File: config.mk
export PLATFORM = sky130hd
export DESIGN_NAME = mvs_queue
export DESIGN_NICKNAME = d
export VERILOG_FILES = /design/src/hdl/mvs_pkg.sv /design/src/hdl/mvs_queue.sv
export SDC_FILE = /design/constraint.sdc
export NUM_CORES = 1
export LEC_CHECK = 0
export BUFFER_PORTS_ARGS = -buffer_cell sky130_fd_sc_hd__clkbuf_2
export CORE_ASPECT_RATIO = 0.5
export CORE_MARGIN = 2
export CORE_UTILIZATION = 35
export CTS_CLUSTER_SIZE = 8
export DETAILED_ROUTE_END_ITERATION = 10
export GPL_TIMING_DRIVEN = 0
export PLACE_DENSITY = 0.6
export REMOVE_ABC_BUFFERS = 1
export SLEW_MARGIN = 20
export SYNTH_ARGS = -nofsm -noshare
export SYNTH_HDL_FRONTEND = slang
export SYNTH_SLANG_ARGS = --single-unit
File: constraint.sdc
create_clock -name i_clk -period 7.8 [get_ports i_clk]
set_clock_uncertainty 0.1 [all_clocks]
set_input_delay 0 -clock i_clk [delete_from_list [all_inputs] [get_ports i_clk]]
set_output_delay 0 -clock i_clk [all_outputs]
set_load 0.01 [all_outputs]
File: src/hdl/mvs_pkg.sv
package mvs_pkg;

    // Fixed field widths of the transaction ports
    localparam int FLOW_KEY_W = 64;
    localparam int IN_IDX_W   = 12;
    localparam int COUNT_W    = 32;
    localparam int ROWS       = 2;

    // Command queue between front and back
    localparam int QUEUE_DEPTH = 4;
    localparam int QUEUE_PTR_W = $clog2(QUEUE_DEPTH);

    typedef enum logic {
        CMD_UPDATE = 1'b0,
        CMD_QUERY  = 1'b1
    } t_cmd;

    // Queue status seen by front and back
    typedef struct packed {
        logic full;
        logic empty;
    } t_q_status;

endpackage

File: src/hdl/mvs_queue.sv
module mvs_queue #(
    parameter int DW = 89
) (
    input  logic               i_clk,
    input  logic               i_rst_n,
    input  logic               i_push,
    input  logic [DW-1:0]      i_data,
    input  logic               i_pop,
    output logic [DW-1:0]      o_data,
    output mvs_pkg::t_q_status o_status
);

    localparam int PW = mvs_pkg::QUEUE_PTR_W;

    logic [DW-1:0] r_data [mvs_pkg::QUEUE_DEPTH];
    logic [PW-1:0] r_wr_ptr;
    logic [PW-1:0] r_rd_ptr;
    logic [PW:0]   r_count;

    logic push_ok;
    logic pop_ok;

    assign o_status.full  = (r_count == (PW + 1)'(mvs_pkg::QUEUE_DEPTH));
    assign o_status.empty = (r_count == '0);
    assign push_ok        = i_push && !o_status.full;
    assign pop_ok         = i_pop && !o_status.empty;
    assign o_data         = r_data[r_rd_ptr];

    // Pointers and fill level
    always_ff @(posedge i_clk) begin
        if (!i_rst_n) begin
            r_wr_ptr <= '0;
            r_rd_ptr <= '0;
            r_count  <= '0;
        end else begin
            if (push_ok) begin
                r_wr_ptr <= r_wr_ptr + 1'b1;
            end
            if (pop_ok) begin
                r_rd_ptr <= r_rd_ptr + 1'b1;
            end
            if (push_ok && !pop_ok) begin
                r_count <= r_count + 1'b1;
            end else if (pop_ok && !push_ok) begin
                r_count <= r_count - 1'b1;
            end
        end
    end

    // Entry storage
    always_ff @(posedge i_clk) begin
        if (push_ok) begin
            r_data[r_wr_ptr] <= i_data;
        end
    end

endmodule

==> impl_metrics.json <==
{
  "rrSetupSlack_ns": 5.12,
  "htree_levels": 2,
  "post_cts_resized": 0,
  "io_buffers": 183,
  "fmax_mhz": 374,
  "synth.distinct_cells": 24,
  "nNetsFinal": 931,
  "placed_cells": 1180,
  "synthCells": 513,
  "timing.rr.end": "r_count[2]",
  "post-route-period-util": 0.343,
  "peakVddDrop_uv": 195,
  "path_cells": "nor3b_1, nor2b_1, ha_1, inv_1, fa_1, xor2_1, or3_1, a21boi_0",
  "dr_total_vias": 6366,
  "ys_top_cells_by_area": "edfxtp_1 80%, mux4_2 15%, dfxtp_1 1.4%",
  "gp_congestion": 0.702,
  "overflow": 0,
  "p_switching_mw": 1.48,
  "grt_util_all_layers": 0.137,
  "clock_path_buffers": 3,
  "leakage_nw": 5.90,
  "p_comb_frac": 0.222,
  "syn_area_per_cell_um2": 25.9,
  "utilization": 0.464,
  "worst-endpoint-arrival_ns": 3.05,
  "run_status": "completed",
  "cp_slowest_stage_delay_ns": 0.49,
  "grt_max_degree": 47,
  "yosysTopAreaCell": "edfxtp_1",
  "synth_top_area_frac": 0.804,
  "slew-limit-headroom": 0.484,
  "hold_viol": 0,
  "ys_seq_area_frac": 0.818,
  "async_flop_share": 0,
  "cap_violations": 0,
  "path_depth": 8,
  "critPathTopFamily": "simple AND/OR/NAND/NOR gates",
  "crit_slowest_cell": "nor2b_1",
  "yosysWarnings": 0,
  "synth_flop_cell": "edfxtp_1",
  "io_pins": 184,
  "fillers": 3114,
  "drtIter0Drc": 349,
  "antenna_found_initial": 0,
  "crit_end": "r_count[2]",
  "fp-row-count": 50,
  "synth.top_cells.by_count": "356 x edfxtp_1, 89 x mux4_2, 10 x buf_2",
  "grt_pass1_vias": 7060,
  "drv_slew": 0,
  "critPathLaunchType": "flip-flop",
  "drc": 0,
  "p_seq_frac": 0.435,
  "clkPwrFrac": 0.344,
  "syn_area_um2": 13300,
  "wire_per_inst_um": 19.9,
  "dp_hpwl_mm": 16.2,
  "synth_seq_cells": 365,
  "end_kind": "flip-flop",
  "ant_nets": 0,
  "p_int_mw": 4.21,
  "fp.dieH_um": 142,
  "coreArea_um2": 37400,
  "cts_root_buf": "clkbuf_16",
  "synth_edf_count": 356,
  "dr.pass1.iters": 5,
  "power.density_nw_per_um2": 328,
  "layoutNonFillerInstCount": 1349,
  "die-width_um": 280,
  "synth_most_common_cell": "edfxtp_1",
  "path_buf_inv": 1,
  "cts_buffers": 51,
  "tightestPinTransition_ns": 0.775,
  "start_util": 0.355,
  "criticalPathCategory": "reg2reg",
  "grt_first_pass_wirelength_mm": 41.1,
  "routed_wl_mm": 26.8,
  "crit_fanout": 7,
  "drive_above_1_share": 0.404,
  "cts_tree": "yes",
  "rr_worst_depth": 8,
  "vias_per_cell": 4.72,
  "rsz0062_at_grt": "no",
  "clock_sinks": 365,
  "crit_start": "r_count[0]",
  "swShare": 0.260,
  "setup_viol": 0,
  "insertion_delay_ns": 0.56,
  "worstPathRequired_ns": 8.18,
  "clk_pin_slew_worst_paths_ns": 0.05,
  "fin_crit_ns": 2.68,
  "regToRegStartpoint": "r_count[0]",
  "tns_ns": 0,
  "syn2layout_area_growth_pct": 30.6,
  "die_area_um2": 39600,
  "power.total_mw": 5.70,
  "hold_class": "in2reg"
}
[final cells by class]
type / instances / area [um2] / area share
Clock buffer: 71 / 1360 / 0.0785
Inverter: 3 / 11.3 / 0.000649
Clock inverter: 3 / 48.8 / 0.00281
Multi-Input combinational cell: 123 / 2290 / 0.132
Sequential cell: 365 / 10900 / 0.627
Antenna cell: 2 / 5.00 / 0.000288
Tap cell: 494 / 618 / 0.0356
Timing Repair Buffer: 288 / 2140 / 0.123
[cell usage in the layout, fill, tap and decap left out, types with 4 or more instances in the layout]
| cell type | n |
|---|---|
| and2_1 | 4 |
| and2_4 | 4 |
| buf_12 | 5 |
| buf_16 | 7 |
| clkbuf_1 | 19 |
| clkbuf_16 | 51 |
| clkbuf_2 | 183 |
| dfxtp_1 | 7 |
| dlygate4sd3_1 | 93 |
| edfxtp_1 | 356 |
| ha_1 | 5 |
| mux4_2 | 89 |
| nand2_1 | 4 |
[power groups by stage]
stage / logic, mW / registers [mW] / clock network, mW
floorplan: 0.687 / 2.58 / 0
global placement: 1.14 / 2.67 / 0
detailed placement: 1.26 / 2.52 / 0
CTS: 1.30 / 2.48 / 2.01
global route: 1.35 / 2.50 / 2.09
finish: 1.26 / 2.48 / 1.96
[metal layers]
metal / track usage / part of all wire / routed length, um
met2: 0.250 / 0.55 / 14700
met5: 0 / 0 / 0
met3: 0.0244 / 0.029 / 778
met1: 0.163 / 0.40 / 10800
met4: 0.0473 / 0.023 / 618
[flip-flops by register name, summed over array words and instances (netlist names), named ones only]
register  cells
r_count       3
r_rd_ptr      2
r_wr_ptr      2
r_data      356
[stage by stage]
stage,hold WS (ns),cell area (um2),setup slack [ns]
after floorplan,-0.00113,13200,3.29
after global placement,0.113,14700,1.18
after detailed placement,0.121,15000,5.16
after CTS,0.0753,17300,5.14
after global routing,0.0981,17300,4.98
final,0.107,17300,5.12
[timing repair]
action,in CTS,in global routing
hold buffers,93,0
setup buffers,0,0
hold endpoints to repair,365,0
[worst register-to-register path, cell delays in order, from the launching register on]
cell      delay, ns
dfxtp_1        0.46
nor3b_1        0.11
nor2b_1        0.49
ha_1           0.30
inv_1          0.07
fa_1           0.37
xor2_1         0.18
or3_1          0.31
a21boi_0       0.20
[cell families after synthesis]
| kind of cell | synth area share |
|---|---|
| xor gates and xnor gates | 0.00264 |
| buffers and inverters | 0.0106 |
| adders and majority gates | 0.00621 |
| AOI/OAI and AO/OA | 0.00217 |
| muxes | 0.153 |
| DFF | 0.818 |
| and+or+nand+nor | 0.00725 |
[how the worst min path moves through the flow]
stage / from / to / slack, ns / depth (start not counted)
floorplan: i_data[0] / r_data[0][0] / -0.001 / 0
global placement: i_data[7] / r_data[1][7] / 0.11 / 1
detailed placement: i_data[33] / r_data[0][33] / 0.12 / 1
CTS: i_data[61] / r_data[3][61] / 0.08 / 2
global route: i_data[10] / r_data[2][10] / 0.1 / 2
finish: i_data[87] / r_data[1][87] / 0.11 / 2
Note: power is estimated with default switching activity, not from simulation.
