### src/hdl/mvs_pkg.sv
package mvs_pkg;

    // Fixed field widths of the transaction ports
    localparam int FLOW_KEY_W = 64;
    localparam int IN_IDX_W   = 12;
    localparam int COUNT_W    = 32;
    localparam int ROWS       = 2;

    // Command queue between front and back
    localparam int QUEUE_DEPTH = 4;
    localparam int QUEUE_PTR_W = $clog2(QUEUE_DEPTH);

    typedef enum logic {
        CMD_UPDATE = 1'b0,
        CMD_QUERY  = 1'b1
    } t_cmd;

    // Queue status seen by front and back
    typedef struct packed {
        logic full;
        logic empty;
    } t_q_status;

endpackage

### src/hdl/mvs_front.sv
module mvs_front #(
    parameter int BUCKETS_PER_ROW = 4096,
    parameter int KEY_BITS        = 64,
    localparam int IDX_W          = $clog2(BUCKETS_PER_ROW),
    localparam int DW             = 1 + KEY_BITS + 2 * IDX_W
) (
    input  logic                          i_clk,
    input  logic                          i_rst_n,
    input  logic                          i_start,
    output logic                          o_busy,
    input  logic                          i_command,
    input  logic [mvs_pkg::FLOW_KEY_W-1:0] i_flow_key,
    input  logic [mvs_pkg::IN_IDX_W-1:0]  i_row0_index,
    input  logic [mvs_pkg::IN_IDX_W-1:0]  i_row1_index,
    input  logic                          i_hold,
    input  mvs_pkg::t_q_status            i_q_status,
    output logic                          o_push,
    output logic [DW-1:0]                 o_data
);

    // Index reduction by reciprocal: quotient estimate is exact or one short
    localparam int RECIP_SHIFT = 24;
    localparam int RECIP       = (1 << RECIP_SHIFT) / BUCKETS_PER_ROW;
    localparam int PROD_W      = mvs_pkg::IN_IDX_W + RECIP_SHIFT;
    localparam int QB_W        = mvs_pkg::IN_IDX_W + 17;

    logic                         r_vld;
    mvs_pkg::t_cmd                r_cmd;
    logic [KEY_BITS-1:0]          r_key;
    logic [mvs_pkg::IN_IDX_W-1:0] r_idx0;
    logic [mvs_pkg::IN_IDX_W-1:0] r_idx1;
    logic [mvs_pkg::IN_IDX_W-1:0] r_q0;
    logic [mvs_pkg::IN_IDX_W-1:0] r_q1;

    logic              accept;
    logic [PROD_W-1:0] prod0;
    logic [PROD_W-1:0] prod1;
    logic [IDX_W-1:0]  rem0;
    logic [IDX_W-1:0]  rem1;

    function automatic logic [IDX_W-1:0] rem_of(input logic [mvs_pkg::IN_IDX_W-1:0] idx,
                                               input logic [mvs_pkg::IN_IDX_W-1:0] q);
        logic [QB_W-1:0] qb;
        logic [QB_W-1:0] diff;
        qb   = QB_W'(q) * QB_W'(BUCKETS_PER_ROW);
        diff = QB_W'(idx) - qb;
        if (diff >= QB_W'(BUCKETS_PER_ROW)) begin
            diff = diff - QB_W'(BUCKETS_PER_ROW);
        end
        return diff[IDX_W-1:0];
    endfunction

    // Handshake: stage frees when its item moves into the queue
    assign o_push = r_vld && !i_q_status.full;
    assign o_busy = i_hold || (r_vld && i_q_status.full);
    assign accept = i_start && !o_busy;

    assign prod0 = PROD_W'(i_row0_index) * PROD_W'(RECIP);
    assign prod1 = PROD_W'(i_row1_index) * PROD_W'(RECIP);

    always_ff @(posedge i_clk) begin
        if (!i_rst_n) begin
            r_vld <= 1'b0;
        end else if (accept) begin
            r_vld <= 1'b1;
        end else if (o_push) begin
            r_vld <= 1'b0;
        end
    end

    // Transaction capture with quotient estimates
    always_ff @(posedge i_clk) begin
        if (accept) begin
            r_cmd  <= mvs_pkg::t_cmd'(i_command);
            r_key  <= i_flow_key[KEY_BITS-1:0];
            r_idx0 <= i_row0_index;
            r_idx1 <= i_row1_index;
            r_q0   <= prod0[PROD_W-1 -: mvs_pkg::IN_IDX_W];
            r_q1   <= prod1[PROD_W-1 -: mvs_pkg::IN_IDX_W];
        end
    end

    // Remainder with one correction step
    assign rem0   = rem_of(r_idx0, r_q0);
    assign rem1   = rem_of(r_idx1, r_q1);
    assign o_data = {r_cmd, r_key, rem0, rem1};

endmodule

### config.mk
export PLATFORM = sky130hd
export DESIGN_NAME = mvs_front
export DESIGN_NICKNAME = d
export VERILOG_FILES = /design/src/hdl/mvs_pkg.sv /design/src/hdl/mvs_front.sv
export SDC_FILE = /design/constraint.sdc
export NUM_CORES = 1
export LEC_CHECK = 0
export BUFFER_PORTS_ARGS = -buffer_cell sky130_fd_sc_hd__buf_4
export CAP_MARGIN = 20
export CORE_ASPECT_RATIO = 0.9
export CORE_MARGIN = 3
export CORE_UTILIZATION = 44
export CTS_CLUSTER_SIZE = 28
export DETAILED_ROUTE_END_ITERATION = 7
export GPL_TIMING_DRIVEN = 1
export PLACE_DENSITY_LB_ADDON = 0.12
export SYNTH_ARGS = -nofsm -noshare
export SYNTH_HDL_FRONTEND = slang
export SYNTH_SLANG_ARGS = --single-unit
### constraint.sdc
create_clock -name i_clk -period 13.3 [get_ports i_clk]
set_clock_uncertainty 0.15 [all_clocks]
set_input_delay 0.665 -clock i_clk [delete_from_list [all_inputs] [get_ports i_clk]]
set_output_delay 0.665 -clock i_clk [all_outputs]
set_load 0.01 [all_outputs]
==> results.yml, run 1 <==
sta:
  tns_ps: 0
  rsz0062_at_grt: "no"
  fin_ws_ps: 11400
  maxSlewHeadroom_pct: 75.31
  finalSetupViolations: 0
  slew_violations: 0
  tightest_slew_ps: 370.4
  period_needed_ps: 1898
  fin_crit_sh_pct: 14.27
  fmax_mhz: 526.9
  hold_viol_final: 0
grt:
  grt_remaining_overflow: 0
  grt_pass1_vias: 1743
  grt_max_degree: 90
  antenna_found_initial: 0
  grt.total_usage_pct: 16.91
  grt_pass1_wl_um: 8631
clock_network:
  cts_hold_buf: 0
  clock-sinks: 90
  clkLatencyLatePin_ps: 340
  postCtsResizedCells: 0
  cts_tree: "done"
  cts-root-buf: "clkbuf_8"
  numCtsBuffers: 9
  clk_pin_slew_ps: 80
  postCtsSetupRepairBufs: 0
  htreeDepth: 3
  clk_path_buf_depth: 2
logic_synthesis:
  synth_cell_types: 9
  yosys.area.top_type_share_pct: 97.31
  syn_area_um2: 2746
  yosys-top-cells-area: "edfxtp_1 (97%), dfxtp_1 (0.73%), nand2b_4 (0.50%)"
  synthCells: 97
  yosys.area.top_type: "edfxtp_1"
  syn_avg_cell_area_um2: 28.31
  ys_ff_latch: 90
  ys_seq_area_share_pct: 98.04
  syn-num-nets: 192
  ys_warn_count: 0
pwr:
  power_frac_clock_pct: 33.5
  p_sw_uw: 110.4
  combPwrFrac_pct: 9.1
  swShare_pct: 19.26
  irDropWorstVdd_mv: 0.09212
  seq_power_share_pct: 57.4
  internal-power_uw: 463.1
  power.density_nw_per_um2: 128.5
  p_leak_nw: 1.861
floorplanning:
  core_um2: 5856
  boundaryPins: 186
  die_w_um: 89.28
  die_h_um: 80.95
  num_rows: 26
  dieArea_um2: 7227
  start_util_pct: 46.90
placed_design:
  pre_cts_ws_ps: 10860
  place_congestion: 0.6660
  numPlacedInstances: 351
  portBuffers: 184
critical_path:
  reg2reg_slack_ps: 11730
  timing_worst_setup_path_type: "in -> out"
  crit_required_ps: 12480
  crit_family: "buffers and inverters"
  path_buf_inv: 2
  rr_worst_depth: 3
  arrival_ps: 1080
  timing.rr.start: "r_vld"
  worstPathCellList: "buf_4, nand2_1, nand2b_1, buf_4"
  r2r-end: "r_key[3]"
  cp_max_fo: 3
  crit_top_cell: "buf_4"
  worst_path_max_delay_cell: "buf_4"
  endpoint_kind: "output port"
  worstSetupStartpointType: "input port"
  cpPeakStageDelay_ps: 140
worst_hold_path:
  min_path_type: "in -> reg"
  whs_path_depth: 1
  hp-start: "i_row0_index[0]"
  worstHoldEndpoint: "r_idx0[0]"
routing:
  wl_per_cell_um: 16.81
  viasPerCell: 4.541
  firstDrtPassIters: 4
  wirelength_um: 6187
  vias: 1671
  drc: 0
  dr.first_iter.drc_count: 71
  drt.antenna.violating_nets: 0
final_layout:
  fin_nets: 388
  drive_gt1_share_pct: 67.79
  layout_commonest_cell: "buf_4"
  antenna_cells: 0
  syn_to_final_growth_pct: 62.55
  instances_no_fill: 368
  nFillCells: 369
  final_cell_mix: "buf_4 (185), edfxtp_1 (89), clkbuf_8 (9)"
outcome:
  run_status: "finished clean"
flow_run:
  drv_cap: 0
==> routing by layer <==
metal  vias to the layer above  GRT usage, %  routed length [um]
li1                        779             -                   -
met1                       761         15.56                1822
met2                       120         28.79                3225
met3                        11         11.16                1029
met4                         0         7.589                 110
met5                         -             0                   0
==> sequential cells by signal, summed over array words and instances, names as in the netlist <==
signal	cells
r_idx0	12
r_vld	1
r_cmd	1
r_idx1	12
r_key	64
==> layout make-up <==
| class | instances | area, um2 | area share [%] |
|---|---|---|---|
| multi-input cells | 6 | 57.56 | 1.289 |
| well taps | 70 | 87.58 | 1.962 |
| clock inverters | 5 | 78.83 | 1.766 |
| flip-flops and latches | 90 | 2693 | 60.31 |
| repair buffers | 186 | 1416 | 31.73 |
| clock buffers | 11 | 131.4 | 2.943 |
==> synth_stat cells (all sizes together) <==
library cell	count
a21boi	1
nor2b	1
edfxtp	89
buf	1
dfxtp	1
nand2	1
nand2b	2
a21oi	1
==> through the flow <==
stage               cell area [um2]  hold WS [ps]  util (%)  power [mW]
floorplan                      2746         319.6         -      0.3493
detailed placement             4227         396.0     72.18      0.3877
CTS                            4437         321.0     75.77      0.5800
finish                         4464         341.6     76.24      0.5735
global route                   4464         313.9     76.24      0.5961
global placement               4227         371.8     72.18      0.3860
==> worst max path at each step <==
stage	to	start	slack, ps	cells past startpoint
6_report	o_busy	i_q_status[1]	11400	4
3_5_place_dp	r_idx0[4]	i_hold	10860	4
2_1_floorplan	r_cmd	i_hold	7470	2
3_3_place_gp	r_cmd	i_hold	10890	4
5_1_grt	o_push	r_vld	11360	2
4_1_cts	r_key[6]	i_hold	11240	4
==> power by group through the flow <==
| stage | registers, mW | logic (mW) | clock network (mW) |
|---|---|---|---|
| 4_1_cts | 0.330 | 0.0517 | 0.199 |
| 3_3_place_gp | 0.336 | 0.0505 | 0 |
| 5_1_grt | 0.330 | 0.0558 | 0.210 |
| 3_5_place_dp | 0.336 | 0.0516 | 0 |
| 2_1_floorplan | 0.344 | 0.00527 | 0 |
| 6_report | 0.329 | 0.0520 | 0.192 |
==> cells by family after synthesis <==
group                  Yosys count  share of synthesized area, %
DFF                             90                         98.04
and+or+nand+nor                  4                         1.093
AOI/OAI and AO/OA                2                        0.5921
buffers and inverters            1                        0.2735
No activity file was read; power rests on OpenSTA's default activity.
==> run 2: changes to the inputs <==
- CORE_UTILIZATION: 44 -> 41
- clock period: 13.3 -> 1.82 ns (I/O delays scaled with it)
==> run 2 against run 1 <==
Compared with the run above:
- non-clock buffer count up 91
- routed wire length up 29%
- via count up 23%
- cell count up 29%
- worst setup slack worse by 11000 ps
- utilization up 8.5 points
- die area up 6.8%
- critical path type is now reg -> reg
- critical endpoint is now r_key[29]
==> results.yml, run 2 (synthesis gave the netlist of run 1 again) <==
final_layout:
  syn_to_final_growth_pct: 94.81
  instances_no_fill: 476
  nFillCells: 277
  drive_gt1_share_pct: 52.70
  largest_reg_flops: 64
  final_cell_mix: "buf_4 (185), dlygate4sd3_1 (91), edfxtp_1 (89)"
  top_regs: "r_key (64), r_idx0 (12), r_idx1 (12)"
  antenna_cells: 0
  top_register: "r_key"
  fin_nets: 479
  layout_commonest_cell: "buf_4"
grt:
  antenna_found_initial: 0
  grt_pass1_vias: 2294
  grt.total_usage_pct: 21.28
  grt_remaining_overflow: 0
  grt_max_degree: 66
  grt_pass1_wl_um: 12080
floorplanning:
  die_w_um: 92.27
  start_util_pct: 43.47
  boundaryPins: 186
  num_rows: 27
  dieArea_um2: 7718
  core_um2: 6317
  die_h_um: 83.65
sta:
  hold_viol_final: 0
  fin_ws_ps: 442.9
  period_needed_ps: 1377
  fmax_mhz: 726.2
  fin_crit_sh_pct: 75.67
  tightest_slew_ps: 347.7
  finalSetupViolations: 0
  whs_ps: 159.5
  slew_violations: 0
  maxSlewHeadroom_pct: 76.82
  rsz0062_at_grt: "no"
clock_network:
  clock-sinks: 90
  clkLatencyLatePin_ps: 340
  clk_pin_slew_ps: 80
  cts-root-buf: "clkbuf_8"
  cts_tree: "done"
  htreeDepth: 3
  postCtsSetupRepairBufs: 0
  clk_path_buf_depth: 2
  numCtsBuffers: 9
outcome:
  run_status: "finished clean"
critical_path:
  crit_path_start: "r_vld"
  crit_required_ps: 1690
  worstSetupStartpointType: "register"
  arrival_ps: 1250
  cp_max_fo: 65
  crit_path_end: "r_key[29]"
  r2r-end: "r_key[29]"
  reg2reg_slack_ps: 440
  timing.rr.start: "r_vld"
  timing_worst_setup_path_type: "reg -> reg"
  endpoint_kind: "register"
  rr_worst_depth: 2
routing:
  wl_per_cell_um: 16.72
  firstDrtPassIters: 4
  drc: 0
  wirelength_um: 7958
  viasPerCell: 4.324
  drt.antenna.violating_nets: 0
  dr.first_iter.drc_count: 83
  vias: 2058
worst_hold_path:
  hp-start: "i_q_status[1]"
  min_path_type: "in -> reg"
pwr:
  power.density_nw_per_um2: 774.2
  combPwrFrac_pct: 13.3
  swShare_pct: 21.79
  irDropWorstVdd_mv: 0.6211
  finalPower_mw: 4.142
  p_leak_nw: 2.225
  power_frac_clock_pct: 28.5
  p_sw_uw: 902.4
  internal-power_mw: 3.239
  seq_power_share_pct: 58.2
placed_design:
  numPlacedInstances: 369
  place_congestion: 0.6626
  pre_cts_ws_ps: 479.5
  portBuffers: 184
flow_run:
  drv_cap: 0
## run 2: changes by cell type in the layout (fill, tap and decap cells not counted)
cell,previous run,this run
clkbuf_1,2,1
clkinv_1,1,0
clkinv_4,0,1
buf_12,0,1
buf_16,1,0
dfxtp_2,0,1
bufinv_16,2,0
inv_6,0,1
clkinv_2,0,2
dfxtp_1,1,0
dlygate4sd3_1,0,91
## run 2: worst min-delay path by stage
stage                      endpoint  slack [ps]  cells after the start
after floorplan               r_cmd          40                      0
after global placement    r_key[21]         120                      1
after detailed placement  r_key[48]         120                      1
after CTS                 r_key[52]         150                      3
after global routing      r_key[52]         170                      3
final                     r_key[32]         160                      3
## run 2: power groups by stage
stage,sequential (mW),clock [mW],combinational (mW)
2_1_floorplan,2.50,0,0.0401
3_3_place_gp,2.45,0,0.377
5_1_grt,2.42,1.30,0.586
3_5_place_dp,2.45,0,0.385
4_1_cts,2.40,1.21,0.545
6_report,2.41,1.18,0.552
## run 2: metal layers
layer	part of all wire (%)	vias up	wire length (um)	global-route usage, %
li1	-	962	-	-
met5	0	-	0	0
met4	1.6	0	127	6.748
met3	10	9	801	9.829
met1	34	953	2732	20.82
met2	54	134	4296	39.39
## run 2: metrics by stage
stage	util (%)	cell area, um2	TNS, ps
finish	84.69	5350	0
detailed placement	67.58	4269	0
global route	84.69	5350	0
CTS	84.69	5350	0
floorplan	-	2759	-50400
global placement	67.58	4269	0
## run 2: cell type report
class	count	area, um2	area share (%)
clock buffers	10	127.6	2.385
flip-flops and latches	90	2694	50.35
repair buffers	277	2320	43.36
multi-input cells	6	57.56	1.076
well taps	87	108.9	2.035
clock inverters	6	42.54	0.7951
## run 2: critical path, stage by stage (launching register included)
cell,delay [ps]
dfxtp_2,350
a21oi_4,180
buf_12,310
## run 2: timing repair
action	CTS	global route
hold buffers	91	0
resized for setup	0	0
endpoints found under the hold margin	90	0
setup endpoints to repair	0	0
